**config.mk**
```make
export PLATFORM = sky130hd
export DESIGN_NAME = packbits_frame_decoder_top
export DESIGN_NICKNAME = d
export VERILOG_FILES = /design/src/rtl/pbfd_pkg.sv /design/src/rtl/pbfd_front.sv /design/src/rtl/pbfd_queue.sv /design/src/rtl/pbfd_back.sv /design/src/rtl/packbits_frame_decoder_top.sv
export SDC_FILE = /design/constraint.sdc
export NUM_CORES = 1
export LEC_CHECK = 0
export ABC_AREA = 0
export BUFFER_PORTS_ARGS = -buffer_cell sky130_fd_sc_hd__buf_2
export CAP_MARGIN = 20
export CORE_MARGIN = 3
export CORE_UTILIZATION = 35
export CTS_CLUSTER_SIZE = 24
export DETAILED_ROUTE_END_ITERATION = 10
export SETUP_SLACK_MARGIN = 0.2
export SYNTH_ARGS = -nofsm -noshare
export SYNTH_HDL_FRONTEND = slang
export SYNTH_SLANG_ARGS = --single-unit
```
**constraint.sdc**
```tcl
create_clock -name clk -period 21.7 [get_ports clk]
set_clock_uncertainty 0.15 [all_clocks]
set_input_delay 3.255 -clock clk [delete_from_list [all_inputs] [get_ports clk]]
set_output_delay 3.255 -clock clk [all_outputs]
set_load 0.02 [all_outputs]
```
**src/rtl/pbfd_pkg.sv**
```systemverilog
`timescale 1ns / 1ps
// Package for the run-length frame decoder: widths, codes, decode modes
// and the result word that travels from the front end to the output stage.
// No dependencies.
package pbfd_pkg;

    localparam int POSITION_BITS = 24;
    localparam int PIXEL_COUNT_W = 23;
    localparam int BYTE_W        = 8;
    localparam int COUNT_W       = 8;

    // Frame size: three values per pixel, saturated to the position range
    localparam int VALUES_PER_PIXEL = 3;
    localparam int TOTAL_W = (PIXEL_COUNT_W + 2 > POSITION_BITS + 1) ?
                             PIXEL_COUNT_W + 2 : POSITION_BITS + 1;
    localparam logic [POSITION_BITS-1:0] POS_MAX = {POSITION_BITS{1'b1}};

    localparam logic [BYTE_W-1:0] IDLE_SKIP_BYTE = 8'h45;
    localparam logic [BYTE_W-1:0] RUN_BIAS       = 8'd2;  // copies = 2 - c

    // Configuration port
    localparam int PADDR_W = 3;
    localparam int PDATA_W = 32;
    localparam logic [PADDR_W-1:0] ADDR_PIXEL_COUNT = 3'h0;
    localparam logic [PIXEL_COUNT_W-1:0] PIXEL_COUNT_RESET = 23'd307200;

    // Result queue between front end and output stage
    localparam int QUEUE_DEPTH = 2;
    localparam int QPTR_W      = $clog2(QUEUE_DEPTH);

    typedef enum logic [1:0] {
        MODE_IDLE  = 2'd0,
        MODE_COUNT = 2'd1,
        MODE_RUN   = 2'd2,
        MODE_LIT   = 2'd3
    } mode_t;

    typedef struct packed {
        logic [BYTE_W-1:0]        byte_value;
        logic [COUNT_W-1:0]       repeat_count;
        logic [POSITION_BITS-1:0] start_position;
        logic                     frame_done;
        logic                     run_clipped;
    } result_t;

    typedef struct packed {
        logic    push;
        result_t item;
    } push_t;

endpackage

```
**src/rtl/pbfd_front.sv**
```systemverilog
`timescale 1ns / 1ps
// Front end: accepts stream bytes, tracks the frame/block mode and the
// frame position, and builds result words. Depends on pbfd_pkg.
module pbfd_front
    import pbfd_pkg::*;
(
    input  logic                     clk,
    input  logic                     rst_n,
    input  logic                     in_valid,
    output logic                     in_ready,
    input  logic [BYTE_W-1:0]        data_byte,
    input  logic [PIXEL_COUNT_W-1:0] pixel_count,
    input  logic                     queue_full,
    output push_t                    push_out
);

    mode_t                    mode_reg, mode_next;
    logic [COUNT_W-1:0]       run_length_reg, run_length_next;
    logic [COUNT_W-1:0]       literals_left_reg, literals_left_next;
    logic [POSITION_BITS-1:0] values_done_reg, values_done_next;
    logic [POSITION_BITS-1:0] frame_total_reg, frame_total_next;

    logic                     accept;
    logic [TOTAL_W-1:0]       pc_ext;
    logic [TOTAL_W-1:0]       triple;
    logic [POSITION_BITS-1:0] total_sat;
    logic [POSITION_BITS-1:0] left;
    logic [POSITION_BITS-1:0] run_ext;
    logic                     clip;
    logic [POSITION_BITS-1:0] run_n;
    logic [POSITION_BITS-1:0] done_after_run;
    logic [POSITION_BITS-1:0] done_after_lit;
    logic [COUNT_W-1:0]       lit_dec;

    assign in_ready = !queue_full;
    assign accept   = in_valid && in_ready;

    assign pc_ext    = TOTAL_W'(pixel_count);
    assign triple    = (pc_ext << 1) + pc_ext;
    assign total_sat = (triple > TOTAL_W'(POS_MAX)) ? POS_MAX : triple[POSITION_BITS-1:0];

    assign left    = (frame_total_reg > values_done_reg) ?
                     (frame_total_reg - values_done_reg) : '0;
    assign run_ext = POSITION_BITS'(run_length_reg);
    assign clip    = run_ext > left;
    assign run_n   = clip ? left : run_ext;
    assign done_after_run = values_done_reg + run_n;
    assign done_after_lit = values_done_reg + POSITION_BITS'(1);
    assign lit_dec = (literals_left_reg != '0) ? literals_left_reg - COUNT_W'(1) : '0;

    always_ff @(posedge clk or negedge rst_n)
    begin
        if (!rst_n)
        begin
            mode_reg          <= MODE_IDLE;
            run_length_reg    <= '0;
            literals_left_reg <= '0;
            values_done_reg   <= '0;
            frame_total_reg   <= '0;
        end
        else
        begin
            mode_reg          <= mode_next;
            run_length_reg    <= run_length_next;
            literals_left_reg <= literals_left_next;
            values_done_reg   <= values_done_next;
            frame_total_reg   <= frame_total_next;
        end
    end

    always_comb
    begin
        mode_next          = mode_reg;
        run_length_next    = run_length_reg;
        literals_left_next = literals_left_reg;
        values_done_next   = values_done_reg;
        frame_total_next   = frame_total_reg;
        push_out           = '0;
        push_out.item.byte_value = data_byte;

        if (accept)
        begin
            unique case (mode_reg)
                MODE_IDLE:
                begin
                    // open a frame on any marker byte, unless the frame is empty
                    if (data_byte != IDLE_SKIP_BYTE && total_sat != '0)
                    begin
                        frame_total_next = total_sat;
                        values_done_next = '0;
                        mode_next        = MODE_COUNT;
                    end
                end
                MODE_COUNT:
                begin
                    if (data_byte[BYTE_W-1])
                    begin
                        run_length_next = RUN_BIAS - data_byte;
                        mode_next       = MODE_RUN;
                    end
                    else
                    begin
                        literals_left_next = data_byte + COUNT_W'(1);
                        mode_next          = MODE_LIT;
                    end
                end
                MODE_RUN:
                begin
                    push_out.push                = 1'b1;
                    push_out.item.repeat_count   = run_n[COUNT_W-1:0];
                    push_out.item.start_position = values_done_reg;
                    push_out.item.frame_done     = done_after_run >= frame_total_reg;
                    push_out.item.run_clipped    = clip;
                    run_length_next  = '0;
                    values_done_next = done_after_run;
                    mode_next = (done_after_run >= frame_total_reg) ? MODE_IDLE : MODE_COUNT;
                end
                MODE_LIT:
                begin
                    // past the frame end, drop the rest of the literal block
                    if (values_done_reg < frame_total_reg)
                    begin
                        push_out.push                = 1'b1;
                        push_out.item.repeat_count   = COUNT_W'(1);
                        push_out.item.start_position = values_done_reg;
                        push_out.item.frame_done     = done_after_lit >= frame_total_reg;
                        values_done_next             = done_after_lit;
                    end
                    literals_left_next = lit_dec;
                    if (lit_dec == '0)
                    begin
                        mode_next = (values_done_next >= frame_total_reg) ?
                                    MODE_IDLE : MODE_COUNT;
                    end
                end
                default:
                begin
                    mode_next = MODE_IDLE;
                end
            endcase
        end
    end

    a_push_needs_accept: assert property (@(posedge clk) disable iff (!rst_n)
        push_out.push |-> accept)
        else $error("result pushed without an accepted byte");

    a_run_length_range: assert property (@(posedge clk) disable iff (!rst_n)
        mode_reg == MODE_RUN |-> (run_length_reg >= COUNT_W'(3)))
        else $error("pending run shorter than three copies");

    a_position_in_frame: assert property (@(posedge clk) disable iff (!rst_n)
        mode_reg != MODE_IDLE |-> (values_done_reg <= frame_total_reg))
        else $error("frame position beyond frame size");

    a_no_push_when_full: assert property (@(posedge clk) disable iff (!rst_n)
        queue_full |-> !push_out.push)
        else $error("push into a full queue");

endmodule

```
**src/rtl/pbfd_queue.sv**
```systemverilog
`timescale 1ns / 1ps
// Short result queue between the front end and the output stage.
// Depends on pbfd_pkg.
module pbfd_queue
    import pbfd_pkg::*;
(
    input  logic    clk,
    input  logic    rst_n,
    input  push_t   push_in,
    input  logic    pop,
    output logic    full,
    output logic    empty,
    output result_t head
);

    result_t             mem_reg [QUEUE_DEPTH];
    logic [QPTR_W-1:0]   wr_ptr_reg, wr_ptr_next;
    logic [QPTR_W-1:0]   rd_ptr_reg, rd_ptr_next;
    logic [QPTR_W:0]     count_reg, count_next;
    logic                do_push;
    logic                do_pop;

    assign full    = count_reg == (QPTR_W+1)'(QUEUE_DEPTH);
    assign empty   = count_reg == '0;
    assign do_push = push_in.push && !full;
    assign do_pop  = pop && !empty;
    assign head    = mem_reg[rd_ptr_reg];

    always_comb
    begin
        wr_ptr_next = do_push ? wr_ptr_reg + QPTR_W'(1) : wr_ptr_reg;
        rd_ptr_next = do_pop ? rd_ptr_reg + QPTR_W'(1) : rd_ptr_reg;
        count_next  = count_reg + (QPTR_W+1)'(do_push) - (QPTR_W+1)'(do_pop);
    end

    always_ff @(posedge clk or negedge rst_n)
    begin
        if (!rst_n)
        begin
            wr_ptr_reg <= '0;
            rd_ptr_reg <= '0;
            count_reg  <= '0;
        end
        else
        begin
            wr_ptr_reg <= wr_ptr_next;
            rd_ptr_reg <= rd_ptr_next;
            count_reg  <= count_next;
        end
    end

    always_ff @(posedge clk)
    begin
        if (do_push)
        begin
            mem_reg[wr_ptr_reg] <= push_in.item;
        end
    end

endmodule

```
**src/rtl/pbfd_back.sv**
```systemverilog
`timescale 1ns / 1ps
// Output stage: pulls result words from the queue into the output
// register and holds them until taken. Depends on pbfd_pkg.
module pbfd_back
    import pbfd_pkg::*;
(
    input  logic    clk,
    input  logic    rst_n,
    input  logic    queue_empty,
    input  result_t queue_head,
    output logic    pop,
    output logic    out_valid,
    input  logic    out_ready,
    output result_t out_item
);

    logic    valid_reg, valid_next;
    result_t item_reg;

    // advance when the register is free or its word leaves this cycle
    assign pop       = !queue_empty && (!valid_reg || out_ready);
    assign out_valid = valid_reg;
    assign out_item  = item_reg;

    always_comb
    begin
        if (pop)
        begin
            valid_next = 1'b1;
        end
        else if (out_ready)
        begin
            valid_next = 1'b0;
        end
        else
        begin
            valid_next = valid_reg;
        end
    end

    always_ff @(posedge clk or negedge rst_n)
    begin
        if (!rst_n)
        begin
            valid_reg <= 1'b0;
        end
        else
        begin
            valid_reg <= valid_next;
        end
    end

    always_ff @(posedge clk)
    begin
        if (pop)
        begin
            item_reg <= queue_head;
        end
    end

endmodule

```
**src/rtl/packbits_frame_decoder_top.sv**
```systemverilog
`timescale 1ns / 1ps
// Top level of the run-length frame decoder: configuration register,
// front end, result queue and output stage. Depends on pbfd_pkg.
//
// Usage:
//   Input channel (in_valid/in_ready, data_byte) takes one compressed stream
//   byte per word. Output channel (out_valid/out_ready) delivers decoded
//   words: byte_value, repeat_count, start_position, frame_done, run_clipped.
//   In idle, 0x45 bytes are skipped; any other byte opens a frame of
//   3 * pixel_count values (saturated to the position range). Count bytes
//   select a run (one word with 3..130 copies) or a literal block (one word
//   per byte). A run reaching past the frame end is cut and flagged; literal
//   bytes past the frame end are consumed and dropped.
//   Throughput: one byte per clock while the queue has room, set by the
//   single-step front end update. A result word is written to the queue
//   at the edge that accepts its byte, then loaded into the output register
//   once that register is free or its word is taken.
//   When the receiver stalls, the output register holds its word, the
//   two-entry queue absorbs results, and in_ready drops once it is full.
//   Reset clears the mode, counters, queue and output valid; pixel_count
//   returns to 307200. Write pixel_count (address 0) only while idle.
module packbits_frame_decoder_top
    import pbfd_pkg::*;
(
    input  logic                     clk,
    input  logic                     rst_n,
    input  logic                     psel,
    input  logic                     penable,
    input  logic                     pwrite,
    input  logic [PADDR_W-1:0]       paddr,
    input  logic [PDATA_W-1:0]       pwdata,
    output logic [PDATA_W-1:0]       prdata,
    output logic                     pready,
    input  logic                     in_valid,
    output logic                     in_ready,
    input  logic [BYTE_W-1:0]        data_byte,
    output logic                     out_valid,
    input  logic                     out_ready,
    output logic [BYTE_W-1:0]        byte_value,
    output logic [COUNT_W-1:0]       repeat_count,
    output logic [POSITION_BITS-1:0] start_position,
    output logic                     frame_done,
    output logic                     run_clipped
);

    logic [PIXEL_COUNT_W-1:0] pixel_count_reg, pixel_count_next;
    logic                     cfg_write;
    push_t                    push;
    logic                     queue_full;
    logic                     queue_empty;
    logic                     pop;
    result_t                  queue_head;
    result_t                  out_item;

    // Configuration: zero-wait APB, single register
    assign pready    = 1'b1;
    assign cfg_write = psel && penable && pwrite && (paddr == ADDR_PIXEL_COUNT);
    assign pixel_count_next = cfg_write ? pwdata[PIXEL_COUNT_W-1:0] : pixel_count_reg;
    assign prdata = (paddr == ADDR_PIXEL_COUNT) ? PDATA_W'(pixel_count_reg) : '0;

    always_ff @(posedge clk or negedge rst_n)
    begin
        if (!rst_n)
        begin
            pixel_count_reg <= PIXEL_COUNT_RESET;
        end
        else
        begin
            pixel_count_reg <= pixel_count_next;
        end
    end

    // Classify bytes and build result words
    pbfd_front u_front (
        .clk         (clk),
        .rst_n       (rst_n),
        .in_valid    (in_valid),
        .in_ready    (in_ready),
        .data_byte   (data_byte),
        .pixel_count (pixel_count_reg),
        .queue_full  (queue_full),
        .push_out    (push)
    );

    // Decouple front end from output stalls
    pbfd_queue u_queue (
        .clk     (clk),
        .rst_n   (rst_n),
        .push_in (push),
        .pop     (pop),
        .full    (queue_full),
        .empty   (queue_empty),
        .head    (queue_head)
    );

    // Hold the current word until the receiver takes it
    pbfd_back u_back (
        .clk         (clk),
        .rst_n       (rst_n),
        .queue_empty (queue_empty),
        .queue_head  (queue_head),
        .pop         (pop),
        .out_valid   (out_valid),
        .out_ready   (out_ready),
        .out_item    (out_item)
    );

    assign byte_value     = out_item.byte_value;
    assign repeat_count   = out_item.repeat_count;
    assign start_position = out_item.start_position;
    assign frame_done     = out_item.frame_done;
    assign run_clipped    = out_item.run_clipped;

endmodule

```
* Word level (Yosys, flattened, before mapping)
Memory sizes are Yosys's and may differ from the RTL's. A register that Yosys moved wholly into a read port is not among the register bits. Index checks and enable logic that the tools add are counted. Widths: inputs -> output; s select.
Word-level totals: bits in registers 94, memory bits (writable) 84, input bits 50, output and inout bits 77, word-level logic and storage cells 96, memories 1
Operators by class: add/subtract/negate cells 11, order comparisons 7, equal/unequal tests 9, mux-type cells 31, reductions and logical operators 27
Memories:
- u_queue.mem_reg | words 2, bits a word 42, rd ports 1, clocked after Yosys merged registers in 1, write ports 1, RTL line pbfd_queue.sv:16 | result_t mem_reg [QUEUE_DEPTH];
Operator list (count):
- $mux 24 | 7
- $ge 24x24->1 | 3
- $pmux 24 s3 | 1
- $pmux 33 s2 | 1
- $mux 34 | 1
- $pmux 8 s2 | 2
- $mux 26 | 1
- $add 24x23->25 | 1
- $gt 25x24->1 const B | 1
- $add 24x1->24 const B | 1
- $add 24x24->24 | 1
- $gt 24x24->1 | 1
- $gt 8x24->1 | 1
- $lt 24x24->1 | 1
- $mux 8 | 3
- $reduce_bool 24->1 | 1
- $sub 24x24->24 | 1
- $mux 23 | 1
- $reduce_and 3->1 | 5
- $mux 1 | 10
- $add 8x1->8 const B | 1
- $logic_and 1x1->1 | 8
- $logic_not 8->1 | 1
- $ne 8x7->1 const B | 1
- 19 further kinds | 30

* Longest topological paths before layout
Gate-level depths: netlist of run 1.
word-level depth 8, mapped depth 43, depth with buffers taken out 41

* Cells and area by module
Synthesis of run 1 repeated with hierarchy kept, for this count alone.
Second synthesis, totals: cell total of the unflattened synthesis 1626, area total of the unflattened synthesis 16425.8 µm²
By module, submodules not included:
- pbfd_front | instances 1, cells an instance 1342, area an instance 10458.8 µm², sequential area each 1651.6 µm²
- pbfd_queue | instances 1, cells an instance 149, area an instance 3433.3 µm², sequential area each 2622.5 µm²
- pbfd_back | instances 1, cells an instance 47, area an instance 1311.3 µm², sequential area each 1286.2 µm²
- packbits_frame_decoder_top | instances 1, cells an instance 88, area an instance 1222.4 µm², sequential area each 580.6 µm²

* Worst setup path after synthesis of run 1
No wires, ideal clock.
path type reg2reg, start register u_front.values_done_reg[21], end memory u_queue.mem_reg[0][1] (netlist bit), data pin, library setup time 0.275 ns, arrival 7.976 ns, required time 21.275 ns, path slack 13.299 ns, cell stages (with the launch flop) 44, buffers on the path 4, clock period less this slack 8.401 ns, path through dfrtp_1 -> clkbuf_1 -> inv_1 -> ha_1 -> clkbuf_1 -> nand3_1 -> or3_1 -> a21o_1 -> a21oi_1 -> nor2_1 -> inv_1 -> clkbuf_1 -> buf_1 -> nand2_1 -> ha_1 -> and3_1 -> a221oi_1 -> o2bb2ai_1 -> (+8 left out) -> nand3_1 -> nand2_1 -> a21o_1 -> a21o_1 -> a21o_1 -> a21oi_1 -> xnor2_1 -> ha_1 -> a21o_1 -> a21o_1 -> a21oi_1 -> o21ai_0 -> a21oi_1 -> nor2b_1 -> a2111oi_0 -> nor3b_1 -> o311ai_0 -> a21oi_1
RTL lines:
- from (decl) | RTL line pbfd_front.sv:20 | logic [POSITION_BITS-1:0] values_done_reg, values_done_next;
- from (signal assigned) | RTL line pbfd_front.sv:66 | values_done_reg <= values_done_next;
- to (decl) | RTL line pbfd_queue.sv:16

==> metrics.txt, run 1 <==
status completed; Lkg Pwr 7.72 nW; type of the worst setup path register to register; mean post-synth cell area 9.85 sq um; final hold vios 0; total standard cell area after synthesis 16100 sq um; count of cells along the worst register-to-register path 34; Crit path required time 21.80 ns; Initial Utilization 35.8%; Core Area 44800 sq um; worst hold start u_queue.count_reg[1]; hold endpoint u_queue.count_reg[1]; number of nets with antenna violations after routing 0; Period Utilization, post-route 48.7%; total half-perimeter wirelength after legalization and detailed placement 31900 microns; total clock buffers created by CTS 26; clock latency at the later pin of the worst-skew pair 0.56 ns; commonest register cell after synthesis sky130_fd_sc_hd__edfxtp_1; fraction of layout instances using a drive strength above 1 15.3%; largest net degree at the start of global routing between 50 and 60; VDD IR-drop max 75.7 uV; count of mapped cells out of synthesis 1630; number of placed instances with taps included approximately 2300; type of element launching the critical path register; number of flip-flops in the largest register 84; buffers from clock root to sink, at most 3; Initial DRT Pass Iterations 5; wire length of the first global-routing pass approximately 66000 microns; sum of overflow across all layers after global routing 0; crit path max-delay cell type sky130_fd_sc_hd__or4_1; overall power consumption ~2.8 mW; Worst Path Max Fanout 13; buffers added on ports 107; height of the chip 220 microns; iteration-0 DRC count of the detailed router between 700 and 800; layout overhead on the synthesized area 12.9%; Min-Delay Path Depth 1; CTS root buf sky130_fd_sc_hd__clkbuf_16; number of flip-flops and latches in the synthesized netlist 220; most frequent cells in the layout sky130_fd_sc_hd__ha_1, sky130_fd_sc_hd__edfxtp_1, sky130_fd_sc_hd__buf_2, sky130_fd_sc_hd__nand2_1, sky130_fd_sc_hd__nor2_1; final net count 1941; pwr dens 156 nW/um^2; final wirelength 42100 microns; cts repair resizes 0; Final Max Tran Viols 0; commonest non-fill, non-tap cell in the layout sky130_fd_sc_hd__ha_1; Post CTS Setup Buffer Count 0; Critical Path Most Common Cell sky130_fd_sc_hd__ha_1; Least-Margin Pin Slew 1.02 ns; count of placed standard cells in the final layout, fillers left out about 2300; flop-to-flop setup slack 11.14 ns; initial antenna violation count 1; endpoint type of the worst setup path register; die outline area 48500 sq um; die boundary width 220 microns; IO Count approximately 130; setup repair after global routing missed its margin false; share of flip-flops with an asynchronous set or reset after synthesis 42.7%; number of vias in the routed layout between 10000 and 15000; Min Clock Period, post-route between 10 and 15 ns; utilization of the core after routing 40.5%; number of max-cap violations 0; routability cong. 0.871; TritonCTS clock tree yes; total number of yosys warnings 0; critical path arrival 10.66 ns; fraction of the yosys area taken by sequential cells a little under two fifths; max_slew headroom 31.9%; number of setup violations in the final report 0; delay of the slowest cell on the worst path 0.57 ns; Post-CTS Hold Buffers 0; number of levels in the clock H-tree 1; type of the most critical hold path register to register; Tot GR Track Use 17.1%; DP Worst Slack 11.16 ns; CTS sink count 220; distinct cell type count after synthesis just under 90; std cell rows 77; fin worst setup slack 11.14 ns; drt wl/cell around 18 microns; final setup TNS 0 ns; Reg-to-Reg Start u_front.values_done_reg[21]; EDFF count, synth 126; clock slew at reported path FFs 0.07 ns; routed via count divided by cell count about 5.4; worst flop-to-flop path endpoint u_queue.mem_reg[0][1]; DRC violation count after routing 0; number of global-route vias before repair 12260; f_max 0.0947 GHz
## cell usage after synthesis (6+ instances only)
cell / instances / area share, %
sky130_fd_sc_hd__ha_1: 160 / 12
sky130_fd_sc_hd__edfxtp_1: 126 / 24
sky130_fd_sc_hd__nand2_1: 100 / 2.3
sky130_fd_sc_hd__nor2_1: 96 / 2.2
sky130_fd_sc_hd__dfrtp_1: 90 / 14
sky130_fd_sc_hd__inv_1: 90 / 2.1
sky130_fd_sc_hd__a21oi_1: 86 / 2.7
sky130_fd_sc_hd__mux2_2: 73 / 5.1
sky130_fd_sc_hd__xnor2_1: 72 / 3.9
sky130_fd_sc_hd__o21ai_0: 70 / 2.2
sky130_fd_sc_hd__and2_1: 68 / 2.6
sky130_fd_sc_hd__clkbuf_1: 52 / 1.2
sky130_fd_sc_hd__a21o_1: 38 / 1.8
sky130_fd_sc_hd__nand3_1: 35 / 1.1
sky130_fd_sc_hd__nor3_1: 26 / 0.81
sky130_fd_sc_hd__xor2_1: 26 / 1.4
sky130_fd_sc_hd__nand4_1: 25 / 0.97
sky130_fd_sc_hd__and3_1: 23 / 0.90
sky130_fd_sc_hd__a211oi_1: 22 / 1.0
sky130_fd_sc_hd__nand2b_1: 20 / 0.78
sky130_fd_sc_hd__mux2i_1: 19 / 1.2
sky130_fd_sc_hd__o211ai_1: 19 / 0.89
sky130_fd_sc_hd__o21ai_1: 17 / 0.53
sky130_fd_sc_hd__o22a_1: 17 / 0.93
sky130_fd_sc_hd__nor2b_1: 16 / 0.62
sky130_fd_sc_hd__a31oi_1: 15 / 0.58
sky130_fd_sc_hd__or2_2: 15 / 0.58
sky130_fd_sc_hd__nor4_1: 13 / 0.51
sky130_fd_sc_hd__o22ai_1: 12 / 0.47
sky130_fd_sc_hd__buf_4: 10 / 0.47
sky130_fd_sc_hd__o2111ai_1: 10 / 0.55
sky130_fd_sc_hd__o21a_1: 8 / 0.37
sky130_fd_sc_hd__o31ai_1: 8 / 0.37
sky130_fd_sc_hd__or3_1: 8 / 0.31
sky130_fd_sc_hd__or4_1: 8 / 0.37
sky130_fd_sc_hd__buf_2: 6 / 0.19
## routing by layer
metal | GRT usage (%) | vias up | share of wire [%]
met4 | 4.53 | 0 | 2.5
met1 | 23.1 | 6020 | 46
met2 | 29.0 | 333 | 47
li1 | - | 6212 | -
met3 | 2.42 | 61 | 4.9
met5 | 0 | - | 0
## power by group
group | total, mW | internal, mW | switching, mW | leakage (nW)
Clock | 0.445 | 0.269 | 0.175 | 0.417
Combinational | 1.66 | 0.661 | 1.00 | 4.95
Sequential | 0.724 | 0.597 | 0.127 | 2.35
## cell type report
class,instances,area (sq um)
Inverter,93,349
Multi-Input combinational cell,1266,9350
Sequential cell,220,6140
Clock buffer,38,736
Timing Repair Buffer,121,679
Fill cell,4421,26700
Antenna cell,1,2.50
Clock inverter,10,129
Tap cell,592,741
## kinds of logic (layout without fill, tap and decap cells)
logic type,after synthesis,after routing,share of synthesized area [%]
flip-flops,220,220,38.2
AND/OR/NAND/NOR,488,488,16.1
adder cells (fa/ha/maj),163,163,12.8
multiplexers,94,94,6.44
AO/OA/AOI/OAI,397,397,16.7
other,2,26,0.0468
buffers and inverters,167,262,4.23
XOR/XNOR,99,99,5.45
## critical path: cells and delay by family (launching register included)
kind	cells	cell delay (ns)
multiplexers	1	0.44
AO/OA/AOI/OAI	15	3.96
flip-flops	1	0.54
XOR/XNOR	1	0.20
adder cells (fa/ha/maj)	4	1.47
AND/OR/NAND/NOR	10	3.02
buffers and inverters	3	0.45
## per-stage QoR
stage / area, sq um / hold WS, ns
after floorplan: 16100 / 0.305
after global placement: 17200 / 0.334
after detailed placement: 17200 / 0.344
after CTS: 18100 / 0.352
after global routing: 18100 / 0.394
final: 18100 / 0.351
## worst max path at each step
stage                                      startpoint                    end
final                     u_front.values_done_reg[21]  u_queue.mem_reg[0][1]
after global routing      u_front.values_done_reg[21]  u_queue.mem_reg[0][1]
after CTS                 u_front.values_done_reg[21]  u_queue.mem_reg[0][1]
after detailed placement  u_front.values_done_reg[21]  u_queue.mem_reg[0][1]
after global placement    u_front.values_done_reg[21]  u_queue.mem_reg[0][1]
after floorplan           u_front.values_done_reg[21]  u_queue.mem_reg[0][1]
(Power assumes the default switching activity.)
==> inputs of run 2 (changes only) <==
clock period = 10.8 ns   (was 21.7 ns; I/O delays follow)
==> metrics.txt, run 2 (synthesized netlist as in run 1, its figures left out) <==
Period Utilization, post-route 91.0% (+42 points); status completed; CTS root buf sky130_fd_sc_hd__clkbuf_16; final net count 1986 (+2.3%); number of placed instances with taps included 2334 (+2.0%); cts repair resizes 0 (unchanged); final wirelength 42300 microns (+0.53%); drt wl/cell 17.7 microns (-1.4%); critical path arrival 9.95 ns (-0.71 ns); total clock buffers created by CTS 27 (+3.8%); final setup TNS 0 ns (unchanged); IO Count 127 (unchanged); Final Max Tran Viols 0 (unchanged); Initial Utilization 35.8% (unchanged); most frequent cells in the layout sky130_fd_sc_hd__ha_1, sky130_fd_sc_hd__edfxtp_1, sky130_fd_sc_hd__buf_2, sky130_fd_sc_hd__nand2_1, sky130_fd_sc_hd__nor2_1; type of the most critical hold path register to register; register cell area after layout 6140 sq um (unchanged); buffers from clock root to sink, at most 3 (unchanged); Filler cells 4368 (-1.2%); pwr dens 320 nW/um^2 (+100%); number of diodes 0 (-1); f_max 0.102 GHz (+7.5%); routability cong. 0.900 (+3.3%); largest net degree at the start of global routing 49 (-14%); TritonCTS clock tree yes; fraction of layout instances using a drive strength above 1 18.1% (+2.8 points); number of max-cap violations 0 (unchanged); DRC violation count after routing 0 (unchanged); layout overhead on the synthesized area 15.1%; Initial DRT Pass Iterations 5 (unchanged); total half-perimeter wirelength after legalization and detailed placement 32500 microns (+1.8%); overall power consumption 5.92 mW (+110%); die outline area 48500 sq um (unchanged); Lkg Pwr 7.97 nW (+3.2%); Least-Margin Pin Slew 1.04 ns (+0.0224 ns); Post CTS Setup Buffer Count 0 (unchanged); initial antenna violation count 0 (-1); Min Clock Period, post-route 9.82 ns (-0.733 ns); count of placed standard cells in the final layout, fillers left out 2386 (+1.9%); number of flip-flops in the largest register 84 (unchanged); endpoint type of the worst setup path register; Min-Delay Path Depth 1 (unchanged); clock slew at reported path FFs 0.06 ns (about the same); type of element launching the critical path register; die boundary width 220 microns (unchanged); count of cells along the worst register-to-register path 40 (+18%); area taken by multi-input logic gates 9360 sq um (+0.12%); crit path max-delay cell type sky130_fd_sc_hd__dfrtp_1; Crit path required time 10.93 ns (-10.87 ns); setup repair after global routing missed its margin false; type of the worst setup path register to register; number of levels in the clock H-tree 1 (unchanged); std cell rows 77 (unchanged); Tot GR Track Use 17.3% (+0.15 points); delay of the slowest cell on the worst path 0.52 ns (-0.05 ns); sum of overflow across all layers after global routing 0 (unchanged); number of vias in the routed layout 12756 (+1.0%); height of the chip 220 microns (unchanged); Core Area 44800 sq um (unchanged); iteration-0 DRC count of the detailed router 629 (-15%); commonest non-fill, non-tap cell in the layout sky130_fd_sc_hd__ha_1; routed via count divided by cell count 5.35 (-0.88%); number of nets with antenna violations after routing 0 (unchanged); max_slew headroom 30.4% (-1.5 points); clock latency at the later pin of the worst-skew pair 0.57 ns (about the same); number of setup violations in the final report 0 (unchanged); fin worst setup slack 0.975 ns (-10.17 ns); CTS sink count 220 (unchanged); Worst Path Max Fanout 13 (unchanged); wire length of the first global-routing pass 67200 microns (+1.1%); DP Worst Slack 0.760 ns (-10.40 ns); number of global-route vias before repair 12485 (+1.8%); Post-CTS Hold Buffers 0 (unchanged); final hold vios 0 (unchanged); buffers added on ports 107 (unchanged); VDD IR-drop max 229 uV (+200%)
run 2: changes by cell type in the layout (fill, tap and decap cells not counted), moves of 2 or more:
| cell | delta |
|---|---|
| sky130_fd_sc_hd__clkinvlp_4 | +2 |
| sky130_fd_sc_hd__clkinv_1 | -4 |
| sky130_fd_sc_hd__clkinv_2 | +9 |
| sky130_fd_sc_hd__buf_4 | +45 |
| sky130_fd_sc_hd__clkbuf_1 | -5 |
run 2: worst paths after layout:
check | endpoint | from | slack, ns
setup reg to reg | u_queue.mem_reg[1][1] | u_front.values_done_reg[20] | 0.98
hold / removal | u_queue.count_reg[1] | u_queue.count_reg[1] | 0.36
hold reg to reg | u_queue.count_reg[1] | u_queue.count_reg[1] | 0.36
max in group asynchronous | u_queue.rd_ptr_reg | rst_n | 8.32
setup / recovery | u_queue.mem_reg[1][1] | u_front.values_done_reg[20] | 0.98
min in group asynchronous | pixel_count_reg[19] | rst_n | 0.91
run 2: per-layer routing:
layer / vias to the layer above / GRT usage [%] / share of wire [%]
li1: 6291 / - / -
met1: 6090 / 22.9 / 46
met2: 300 / 29.4 / 46
met3: 75 / 2.75 / 5.1
met4: 0 / 4.72 / 2.9
met5: - / 0 / 0
run 2: power by group:
part / internal, mW / total (mW) / switching [mW] / leakage [nW]
Combinational: 1.48 / 3.55 / 2.07 / 5.17
Clock: 0.552 / 0.921 / 0.369 / 0.449
Sequential: 1.20 / 1.44 / 0.243 / 2.35
run 2: metrics by stage:
step,util [%],cell area (sq um),hold WS (ns)
global placement,39.2,17500,0.333
CTS,41.2,18400,0.363
finish,41.3,18500,0.359
detailed placement,39.2,17500,0.353
floorplan,-,16100,0.305
global route,41.3,18500,0.383
run 2: critical path, delay by kind of cell, from the launching register on:
family	cells	cell delay (ns)
multiplexers	1	0.29
XOR/XNOR	1	0.20
adder cells (fa/ha/maj)	4	1.47
AO/OA/AOI/OAI	16	3.32
flip-flops	1	0.52
buffers and inverters	6	0.95
AND/OR/NAND/NOR	12	2.62
run 2: layout make-up:
class,instances,share of cell area (%)
clock buffer,33,3.94
clock inverter,17,0.961
inverter,93,1.89
multi-input combinational,1266,50.6
sequential,220,33.2
tap,592,4.01
timing repair buffer,165,5.37
